File: src/rtl/bba_pkg.sv
`timescale 1ns / 1ps
`default_nettype none

package bba_pkg;

  // Default sizes of the allocation map and the longest chain.
  localparam int NUM_BLOCKS_DEF = 256;
  localparam int MAX_CHAIN_DEF  = 64;

  // Field widths of the beats and of the register.
  localparam int OP_W    = 2;
  localparam int CNT_W   = 9;
  localparam int BLK_W   = 8;
  localparam int STAT_W  = 2;

  // Request opcodes.
  localparam logic [OP_W-1:0] OP_ALLOC_CONTIG = 2'd0;
  localparam logic [OP_W-1:0] OP_ALLOC_CHAIN  = 2'd1;
  localparam logic [OP_W-1:0] OP_FREE         = 2'd2;
  localparam logic [OP_W-1:0] OP_CLEAR        = 2'd3;

  // Result status codes.
  localparam logic [STAT_W-1:0] STAT_OK       = 2'd0;
  localparam logic [STAT_W-1:0] STAT_NO_SPACE = 2'd1;
  localparam logic [STAT_W-1:0] STAT_BAD      = 2'd2;

  typedef struct packed {
    logic [OP_W-1:0]  opcode;
    logic [CNT_W-1:0] count;
    logic [BLK_W-1:0] block_index;
  } in_beat_t;

  typedef struct packed {
    logic [STAT_W-1:0] status;
    logic [BLK_W-1:0]  block;
    logic              last;
  } out_beat_t;

endpackage

`default_nettype wire

File: src/rtl/block_bitmap_allocator.sv
// First-fit block allocator over a one-bit used/free map held in a single-port-write,
// single-port-read memory that is walked by a small sequencer, one block per cycle
// during a scan. A contiguous request scans blocks 0 .. n-1 (n is cfg_wdata as last
// written, capped at NUM_BLOCKS) until a long enough free run is found, then marks
// the run one block per cycle. A chained request scans once to prove there are enough
// free blocks, then walks again from block 0 up to the last free block found, reading
// each block and claiming and sending one beat for each free one. A free writes the
// map as the request is taken. Clear all sweeps the whole memory; after reset the
// same sweep runs before the first request is taken; configuration writes are taken
// at any time. One request is worked on at a time; a finished result sits in the
// output register while the next request is taken.
`timescale 1ns / 1ps
`default_nettype none

module block_bitmap_allocator
  import bba_pkg::*;
#(
  parameter int NUM_BLOCKS = NUM_BLOCKS_DEF,
  parameter int MAX_CHAIN  = MAX_CHAIN_DEF
) (
  input  wire logic             clk,
  input  wire logic             rst_n,
  // Configuration port.
  input  wire logic             cfg_we,
  input  wire logic [CNT_W-1:0] cfg_wdata,
  // Request channel.
  input  wire logic             in_valid,
  output logic                  in_stall,
  input  wire in_beat_t         in_beat,
  // Result channel.
  output logic                  out_valid,
  input  wire logic             out_stall,
  output out_beat_t             out_beat
);

  localparam int IDX_W = $clog2(NUM_BLOCKS);
  localparam int NB_W  = $clog2(NUM_BLOCKS + 1);
  localparam int ACT_W = (NB_W > CNT_W) ? NB_W : CNT_W;

  localparam logic [2:0] S_IDLE   = 3'd0;
  localparam logic [2:0] S_CLR    = 3'd1;
  localparam logic [2:0] S_SCAN   = 3'd2;
  localparam logic [2:0] S_MARK   = 3'd3;
  localparam logic [2:0] S_C2_RD  = 3'd4;
  localparam logic [2:0] S_C2_EV  = 3'd5;
  localparam logic [2:0] S_C2_OUT = 3'd6;
  localparam logic [2:0] S_RESP   = 3'd7;

  // Allocation map memory.
  logic map_mem [NUM_BLOCKS];
  logic             rd_data_r;
  logic [IDX_W-1:0] rd_addr;
  logic             wr_en;
  logic [IDX_W-1:0] wr_addr;
  logic             wr_data;

  // Control and working registers.
  logic [2:0]        state_r, state_nxt;
  logic [CNT_W-1:0]  cfg_r;
  logic [OP_W-1:0]   op_r, op_nxt;
  logic [CNT_W-1:0]  count_r, count_nxt;
  logic [ACT_W-1:0]  scan_r, scan_nxt;
  logic              pend_r, pend_nxt;
  logic [IDX_W-1:0]  pidx_r, pidx_nxt;
  logic [CNT_W-1:0]  run_r, run_nxt;
  logic [IDX_W-1:0]  start_r, start_nxt;
  logic [IDX_W-1:0]  end_r, end_nxt;
  logic [IDX_W-1:0]  mark_r, mark_nxt;
  logic              reply_r, reply_nxt;
  logic [STAT_W-1:0] resp_stat_r, resp_stat_nxt;
  logic [BLK_W-1:0]  resp_blk_r, resp_blk_nxt;
  logic              out_valid_r, out_valid_nxt;
  out_beat_t         out_beat_r, out_beat_nxt;

  logic [ACT_W-1:0]  n_act;
  logic              out_free;
  logic              in_acc;
  logic              scan_hit;

  // Blocks in use, capped at the size of the map.
  assign n_act = (ACT_W'(cfg_r) > ACT_W'(NUM_BLOCKS)) ? ACT_W'(NUM_BLOCKS) : ACT_W'(cfg_r);

  assign out_free  = !out_valid_r || !out_stall;
  assign in_stall  = (state_r != S_IDLE) || !out_free;
  assign in_acc    = in_valid && !in_stall;
  assign out_valid = out_valid_r;
  assign out_beat  = out_beat_r;

  // Sequencer.
  always_comb begin
    state_nxt     = state_r;
    op_nxt        = op_r;
    count_nxt     = count_r;
    scan_nxt      = scan_r;
    pend_nxt      = pend_r;
    pidx_nxt      = pidx_r;
    run_nxt       = run_r;
    start_nxt     = start_r;
    end_nxt       = end_r;
    mark_nxt      = mark_r;
    reply_nxt     = reply_r;
    resp_stat_nxt = resp_stat_r;
    resp_blk_nxt  = resp_blk_r;
    out_valid_nxt = out_valid_r && out_stall;
    out_beat_nxt  = out_beat_r;
    rd_addr       = mark_r;
    wr_en         = 1'b0;
    wr_addr       = mark_r;
    wr_data       = 1'b0;
    scan_hit      = 1'b0;

    case (state_r)
      S_IDLE: begin
        if (in_acc) begin
          op_nxt    = in_beat.opcode;
          count_nxt = in_beat.count;
          scan_nxt  = '0;
          pend_nxt  = 1'b0;
          run_nxt   = '0;
          case (in_beat.opcode)
            OP_ALLOC_CONTIG, OP_ALLOC_CHAIN: begin
              if (in_beat.count == '0 ||
                  (in_beat.opcode == OP_ALLOC_CHAIN &&
                   in_beat.count > CNT_W'(MAX_CHAIN))) begin
                out_valid_nxt = 1'b1;
                out_beat_nxt  = '{status: STAT_BAD, block: '0, last: 1'b1};
              end else begin
                state_nxt = S_SCAN;
              end
            end
            OP_FREE: begin
              out_valid_nxt = 1'b1;
              if (ACT_W'(in_beat.block_index) >= n_act) begin
                out_beat_nxt = '{status: STAT_BAD, block: in_beat.block_index, last: 1'b1};
              end else begin
                wr_en        = 1'b1;
                wr_addr      = IDX_W'(in_beat.block_index);
                wr_data      = 1'b0;
                out_beat_nxt = '{status: STAT_OK, block: in_beat.block_index, last: 1'b1};
              end
            end
            default: begin
              mark_nxt  = '0;
              reply_nxt = 1'b1;
              state_nxt = S_CLR;
            end
          endcase
        end
      end

      // Sweep the whole map back to free.
      S_CLR: begin
        wr_en   = 1'b1;
        wr_addr = mark_r;
        wr_data = 1'b0;
        if (mark_r == IDX_W'(NUM_BLOCKS - 1)) begin
          resp_stat_nxt = STAT_OK;
          resp_blk_nxt  = '0;
          state_nxt     = reply_r ? S_RESP : S_IDLE;
        end else begin
          mark_nxt = mark_r + 1'b1;
        end
      end

      // Pipelined walk: one read issued per cycle, the previous one evaluated.
      S_SCAN: begin
        rd_addr = scan_r[IDX_W-1:0];
        if (pend_r && !rd_data_r) begin
          if (op_r == OP_ALLOC_CONTIG) begin
            if (run_r == '0) begin
              start_nxt = pidx_r;
            end
            run_nxt = run_r + 1'b1;
            if (({1'b0, run_r} + 1'b1) >= {1'b0, count_r}) begin
              scan_hit  = 1'b1;
              end_nxt   = pidx_r;
              mark_nxt  = (run_r == '0) ? pidx_r : start_r;
              state_nxt = S_MARK;
            end
          end else begin
            run_nxt = run_r + 1'b1;
            if ((run_r + 1'b1) == count_r) begin
              scan_hit  = 1'b1;
              end_nxt   = pidx_r;
              mark_nxt  = '0;
              state_nxt = S_C2_RD;
            end
          end
        end else if (pend_r && op_r == OP_ALLOC_CONTIG) begin
          run_nxt = '0;
        end

        if (scan_hit) begin
          pend_nxt = 1'b0;
        end else if (scan_r < n_act) begin
          pend_nxt = 1'b1;
          pidx_nxt = scan_r[IDX_W-1:0];
          scan_nxt = scan_r + 1'b1;
        end else begin
          pend_nxt = 1'b0;
          if (!pend_r) begin
            resp_stat_nxt = STAT_NO_SPACE;
            resp_blk_nxt  = '0;
            state_nxt     = S_RESP;
          end
        end
      end

      // Mark the found run as used.
      S_MARK: begin
        wr_en   = 1'b1;
        wr_addr = mark_r;
        wr_data = 1'b1;
        if (mark_r == end_r) begin
          resp_stat_nxt = STAT_OK;
          resp_blk_nxt  = BLK_W'(start_r);
          state_nxt     = S_RESP;
        end else begin
          mark_nxt = mark_r + 1'b1;
        end
      end

      // Second chained pass: claim free blocks up to the last one found.
      S_C2_RD: begin
        rd_addr   = mark_r;
        state_nxt = S_C2_EV;
      end

      S_C2_EV: begin
        if (!rd_data_r) begin
          wr_en     = 1'b1;
          wr_addr   = mark_r;
          wr_data   = 1'b1;
          state_nxt = S_C2_OUT;
        end else begin
          mark_nxt  = mark_r + 1'b1;
          state_nxt = S_C2_RD;
        end
      end

      S_C2_OUT: begin
        if (out_free) begin
          out_valid_nxt = 1'b1;
          out_beat_nxt  = '{status: STAT_OK, block: BLK_W'(mark_r), last: (mark_r == end_r)};
          if (mark_r == end_r) begin
            state_nxt = S_IDLE;
          end else begin
            mark_nxt  = mark_r + 1'b1;
            state_nxt = S_C2_RD;
          end
        end
      end

      // Single final beat of a request.
      S_RESP: begin
        if (out_free) begin
          out_valid_nxt = 1'b1;
          out_beat_nxt  = '{status: resp_stat_r, block: resp_blk_r, last: 1'b1};
          state_nxt     = S_IDLE;
        end
      end

      default: begin
        state_nxt = S_IDLE;
      end
    endcase
  end

  // Map memory: one write and one registered read per cycle.
  always_ff @(posedge clk) begin
    if (wr_en) begin
      map_mem[wr_addr] <= wr_data;
    end
    rd_data_r <= map_mem[rd_addr];
  end

  // Working registers without reset.
  always_ff @(posedge clk) begin
    op_r        <= op_nxt;
    count_r     <= count_nxt;
    scan_r      <= scan_nxt;
    pidx_r      <= pidx_nxt;
    run_r       <= run_nxt;
    start_r     <= start_nxt;
    end_r       <= end_nxt;
    resp_stat_r <= resp_stat_nxt;
    resp_blk_r  <= resp_blk_nxt;
    out_beat_r  <= out_beat_nxt;
  end

  // Control registers; reset starts the clearing sweep without a reply.
  always_ff @(posedge clk) begin
    if (!rst_n) begin
      state_r     <= S_CLR;
      mark_r      <= '0;
      reply_r     <= 1'b0;
      pend_r      <= 1'b0;
      out_valid_r <= 1'b0;
      cfg_r       <= CNT_W'(256);
    end else begin
      state_r     <= state_nxt;
      mark_r      <= mark_nxt;
      reply_r     <= reply_nxt;
      pend_r      <= pend_nxt;
      out_valid_r <= out_valid_nxt;
      if (cfg_we) begin
        cfg_r <= cfg_wdata;
      end
    end
  end

endmodule

`default_nettype wire

File: config.mk
export PLATFORM = sky130hd
export DESIGN_NAME = block_bitmap_allocator
export DESIGN_NICKNAME = d
export VERILOG_FILES = /design/src/rtl/bba_pkg.sv /design/src/rtl/block_bitmap_allocator.sv
export SDC_FILE = /design/constraint.sdc
export NUM_CORES = 1
export LEC_CHECK = 0
export BUFFER_PORTS_ARGS = -buffer_cell sky130_fd_sc_hd__clkbuf_2
export CORE_MARGIN = 2
export CORE_UTILIZATION = 42
export CTS_CLUSTER_DIAMETER = 30
export CTS_CLUSTER_SIZE = 14
export DETAILED_ROUTE_END_ITERATION = 8
export HOLD_SLACK_MARGIN = 0.02
export PLACE_DENSITY = 0.6
export SLEW_MARGIN = 20
export SYNTH_ARGS = -nofsm -noshare
export SYNTH_HDL_FRONTEND = slang
export SYNTH_SLANG_ARGS = --single-unit
File: constraint.sdc
create_clock -name clk -period 13.6 [get_ports clk]
set_input_delay 1.36 -clock clk [delete_from_list [all_inputs] [get_ports clk]]
set_output_delay 1.36 -clock clk [all_outputs]
set_load 0.01 [all_outputs]
Yosys cells after proc, flatten, opt, wreduce, memory -nomap -nowiden. Memories as Yosys holds them, arrays and structs flattened. A register that Yosys moved wholly into a read port is not among the register bits. Index checks and enable logic that the tools add are counted.

Flip-flop bits (word level): 97. Bits in writable memories: 256. Bits of input ports: 33. Output and inout port bits: 13. Word-level logic and storage cells: 190. Memories kept: 1.

Add/subtract/negate cells: 4. Magnitude comparators: 5. Eq/ne operators: 33. Multiplexer cells: 87. Bitwise operators: 2. Reduce and logical (&&, ||, !) cells: 40.

Memory list: map_mem (depth 256, width 1, rd ports 1, clocked after memory_dff 1, wr ports 1, line block_bitmap_allocator.sv:50) `logic map_mem [NUM_BLOCKS];`.

Operators with widths (number): two-way mux 8 bit (24); two-way mux 11 bit (5); two-way mux 9 bit (6); case mux 8 bit (6 select lines) (1); two-way mux 3 bit (15); case mux 9 bit (2 select lines) (2); case mux 11 bit (3 select lines) (1); inequality test 2 bit, second input constant (14); case mux 3 bit (8 select lines) (1); case mux 8 bit (3 select lines) (1); case mux 11 bit (2 select lines) (1); adder 9 x 1 -> 9 bit, second input constant (2); zero test 9 bit (2); two-way mux 1 bit (17); inequality test 3 bit, second input constant (5); == test 3 bit, second input constant (4); two-way mux 2 bit (6); AND reduction 3 bit (4); AND reduction 6 bit (2); adder 9 x 1 -> 10 bit, second input constant (1); greater-or-equal comparator 10 x 9 -> 1 bit (1); == test 9 bit (1); greater-or-equal comparator 8 x 9 -> 1 bit (1); greater-than comparator 9 x 7 -> 1 bit, second input constant (1); 30 further kinds (53).

Longest topological paths before layout.
Depth in word-level cells: 10. Mapped depth: 14. Gate-level depth less buffers: 13.

Worst setup path before layout. No wires, ideal clock.

Path kind: reg2reg. From: reg state_r[2]. To: mem map_mem[0], data pin. Data arrival time: 7.223 ns. Data required time: 12.142 ns. Setup slack: 4.920 ns. Cell stages (with the launch flop): 6. Path buffers: 2. Period minus slack after synthesis: 8.680 ns. Cell sequence: dfxtp_1 -> clkbuf_1 -> nor2_1 -> clkbuf_1 -> a21oi_1 -> nor2b_1.

Word-level cells in the longest chain between the ends: 2.

RTL lines: start, declared (line block_bitmap_allocator.sv:58) `logic [2:0] state_r, state_nxt;`; start signal, assigned (line block_bitmap_allocator.sv:301) `state_r <= state_nxt;`; == test 3 bit / == test 3 x 2 -> 1 bit (equally long branches) (line block_bitmap_allocator.sv:112) `case (state_r)`; case mux 1 bit (2 select lines) (*) (line block_bitmap_allocator.sv:112); via wr_data (line block_bitmap_allocator.sv:55) `logic wr_data;`; end, declared (line block_bitmap_allocator.sv:50).

Mark *: on every way through the listed nets, which the timed path passes. The rest lies on a longest branch.

Final worst setup path.
From: reg state_r[0]. To: reg rd_data_r, read port of map_mem.

Word-level cells in the longest chain between the ends: 2.

RTL lines: == test 3 x 2 -> 1 bit (line block_bitmap_allocator.sv:112); two-way mux 8 bit (line block_bitmap_allocator.sv:112); end, declared (line block_bitmap_allocator.sv:51) `logic rd_data_r;`.

Every way passes these cells. A chain may end at the register's enable or synchronous reset.

==> implementation parameters <==
Parameter                              Value

Yosys
  Synthesis warning total ... 0
  Fraction of registers with async set or reset after synthesis ... 0%
  Count of state elements after synthesis ... 353
  Net count after synthesis ... about 1600
  Average cell area after synthesis ... between 10 and 15 sq um
  Count of flip-flops with a built-in enable after synthesis ... 329
  Proportion of synthesized chip area in sequential cells ... around three fifths
  Cell area after synthesis ... between 15000 and 20000 sq um
  Most frequently used flop master after synthesis ... edfxtp_1
  Number of standard cells after synthesis ... 1554
  Count of unique library cells instantiated by Yosys ... 70

Global routing
  Overflow after GRT ... 0
  Via count of the first global-routing pass ... 12900
  All-layer global routing usage ... a little under a quarter
  Maximum number of pins on one net before global-route repair ... 257
  First-pass GRT wire length ... 76870 um
  Antenna violations before repair ... 0

Critical path
  Startpoint type of the worst setup path ... flop
  Internal reg-to-reg setup slack ... roughly 8.8 ns
  Worst path arrival time ... 5.21 ns
  Timing endpoint of the critical path ... rd_data_r
  Logic depth of the worst register-to-register path ... 11
  Max Fanout on Critical Path ... 53
  Element type at the critical path end ... flop
  Crit path launch ... state_r[0]
  Required time worst endpoint ... 14.05 ns
  Type of the worst setup path ... flop to flop
  Reg-to-Reg End ... rd_data_r
  Startpoint of the most critical register-to-register path ... state_r[0]

STA
  Post-layout minimum cycle time ... about 4.8 ns
  Final setup viols ... 0
  Slew at the pin with the worst max-slew slack ... around 1.1 ns
  Relative max-transition margin ... between 20 and 25%
  Final count of pins violating max slew ... 0
  Fmax ... 209.8 MHz
  RSZ-0062 raised after global routing ... no
  Worst setup skew after layout ... about 0.037 ns
  Final period utilization ... 35.05%
  Worst Hold Margin ... around 0.45 ns
  Number of hold violations in the final report ... 0
  Total Negative Setup Slacks ... 0 ns

Floorplanning
  Total core area ... about 41000 sq um
  FP Rows ... between 70 and 80
  Die W ... between 200 and 250 um
  Die ar. ... roughly 43000 sq um
  Initial standard-cell utilization of the core ... 42.71%
  Num ports ... 46
  Die extent in y ... 208.0 um

Run
  Number of max-cap violations ... 0

CTS
  Root cell of the clock tree ... clkbuf_16
  Resize count post-CTS ... 0
  Clock latency reported for the late side of the worst-skew pair ... just under 0.6 ns
  CTS tree ... done
  Clock slew seen by the registers of the worst setup and hold paths ... 0.05 ns
  Number of buffers inserted for hold repair after clock tree synthesis ... 0
  Number of CTS-inserted buffers ... between 70 and 80
  Max Root-Sink Buffers ... 3
  Number of buffers added for setup after CTS ... 0
  H-tree depth ... 3
  Sink Count ... 353

Placement
  Number of port buffers ... between 40 and 50
  Placed wire-length estimate after detailed placement ... roughly 31000 um
  Number of placed instances, taps included ... just over 2000
  Total placed instance area ... between 15000 and 20000 sq um
  Weighted congestion at the end of routability-driven global placement ... a little under 0.9

Drt
  Initial DRT Pass Iterations ... 5
  Post-detailed-routing wire length ... 49620 um
  Initial drt markers ... roughly 1100
  Via total after detailed routing ... 12950
  Via-to-Cell Ratio ... between 5 and 6
  Remaining routing DRC violations ... 0
  Wire length per cell after detailed routing ... roughly 23 um
  Final ANT Viol Nets ... 0

Cells and area
  Most common library cell in the layout ignoring fill and taps ... edfxtp_1
  Layout Cells excl Fill ... 2198
  Share of final-layout standard cells stronger than drive strength 1 ... between 10% and 20%
  Layout Cell Area excl Fill ... between 20000 and 25000 sq um
  Most frequent cells in the layout ... 329 x edfxtp_1, 180 x nor2_1, 161 x nand2_1, 157 x nor3_1, 103 x mux2i_1
  Layout overhead on the synthesized area ... 19.91%
  Number of diodes added for antenna fixing ... 0
  Final nets ... roughly 1700

Power and ir drop
  Pleak ... roughly 7.0 nW
  Power density normalized to cell area ... 212.5 nW/um^2
  Highest ir drop seen on vdd ... approximately 0.00014 V

Worst hold path
  Path category of the worst min-delay check ... flop to flop
  Count of cells along the worst hold path ... 0

Outcome
  Run status ... finished, final reports clean
cell families after synthesis:
kind of cell | synth area share, %
xor gates and xnor gates | 1.353
muxes | 7.838
DFF | 59.27
and+or+nand+nor | 17.61
adders and majority gates | 2.076
buffers and inverters | 3.787
AOI/OAI and AO/OA | 8.067
layout make-up:
class / instances / area (sq um)
Clock inverter: 54 / 819.5
Fill cell: 3611 / 19960
Sequential cell: 353 / 10360
Inverter: 39 / 148.9
Multi-Input combinational cell: 1052 / 6540
Timing Repair Buffer: 88 / 563.0
Tap cell: 532 / 665.6
Clock buffer: 80 / 1863
power breakdown:
part	internal (mW)	leakage (nW)	switching (mW)	total (mW)
Clock	1.29	1.27	0.626	1.92
Combinational	0.329	2.53	0.739	1.07
Sequential	1.40	3.23	0.0691	1.47
Total	3.02	7.03	1.43	4.45
layer usage:
layer | vias to the layer above | GRT usage [%] | share of wire [%]
li1 | 5908 | - | -
met1 | 6489 | 31.49 | 43
met2 | 468 | 36.81 | 48
met3 | 85 | 3.789 | 6.9
met4 | 0 | 7.508 | 2.5
met5 | - | 0 | 0
critical path: stages, from the launching register on:
cell and delay [ns]:
dfxtp_1 0.30, buf_4 0.36, or3b_4 0.59, a21o_4 0.72
buf_4 0.56, buf_4 0.58, mux2i_1 0.26, o22ai_1 0.10
a2111oi_0 0.59, a2111oi_0 0.17, a22oi_1 0.20, o211ai_1 0.12
worst min-delay path by stage:
stage | start | end
floorplan | pidx_r[0] | end_r[0]
global placement | pidx_r[4] | end_r[4]
detailed placement | pidx_r[4] | end_r[4]
CTS | pidx_r[4] | end_r[4]
global route | pidx_r[2] | end_r[2]
finish | pidx_r[2] | end_r[2]
through the flow:
stage | power [mW] | util [%] | setup WS, ns
after floorplan | 2.219 | - | 4.920
after global placement | 2.517 | 44.58 | 8.608
after detailed placement | 2.537 | 44.63 | 8.511
after CTS | 4.461 | 51.18 | 8.828
after global routing | 4.620 | 51.22 | 8.539
final | 4.454 | 51.22 | 8.833
Yosys cell counts, types with 29 or more instances:
cell	n	share of area [%]
clkbuf_1	51	1.1
nand3_1	43	1.2
inv_1	36	0.77
nor3_1	158	4.5
o21ai_0	31	0.89
mux2i_1	103	5.9
nand2_1	161	3.5
nor2_1	185	4.0
edfxtp_1	329	57
buf_2	41	1.2
a21oi_1	38	1.1
ha_1	29	2.1
o22ai_1	47	1.7
sequential cells by signal, summed over array words and instances (netlist names), 3 cells and up:
name / flops
pidx_r: 8
count_r: 9
map_mem: 256
cfg_r: 9
scan_r: 9
out_beat: 11
state_r: 3
end_r: 8
resp_blk_r: 8
mark_r: 8
run_r: 9
start_r: 8
No activity file was read; power rests on OpenSTA's default activity.
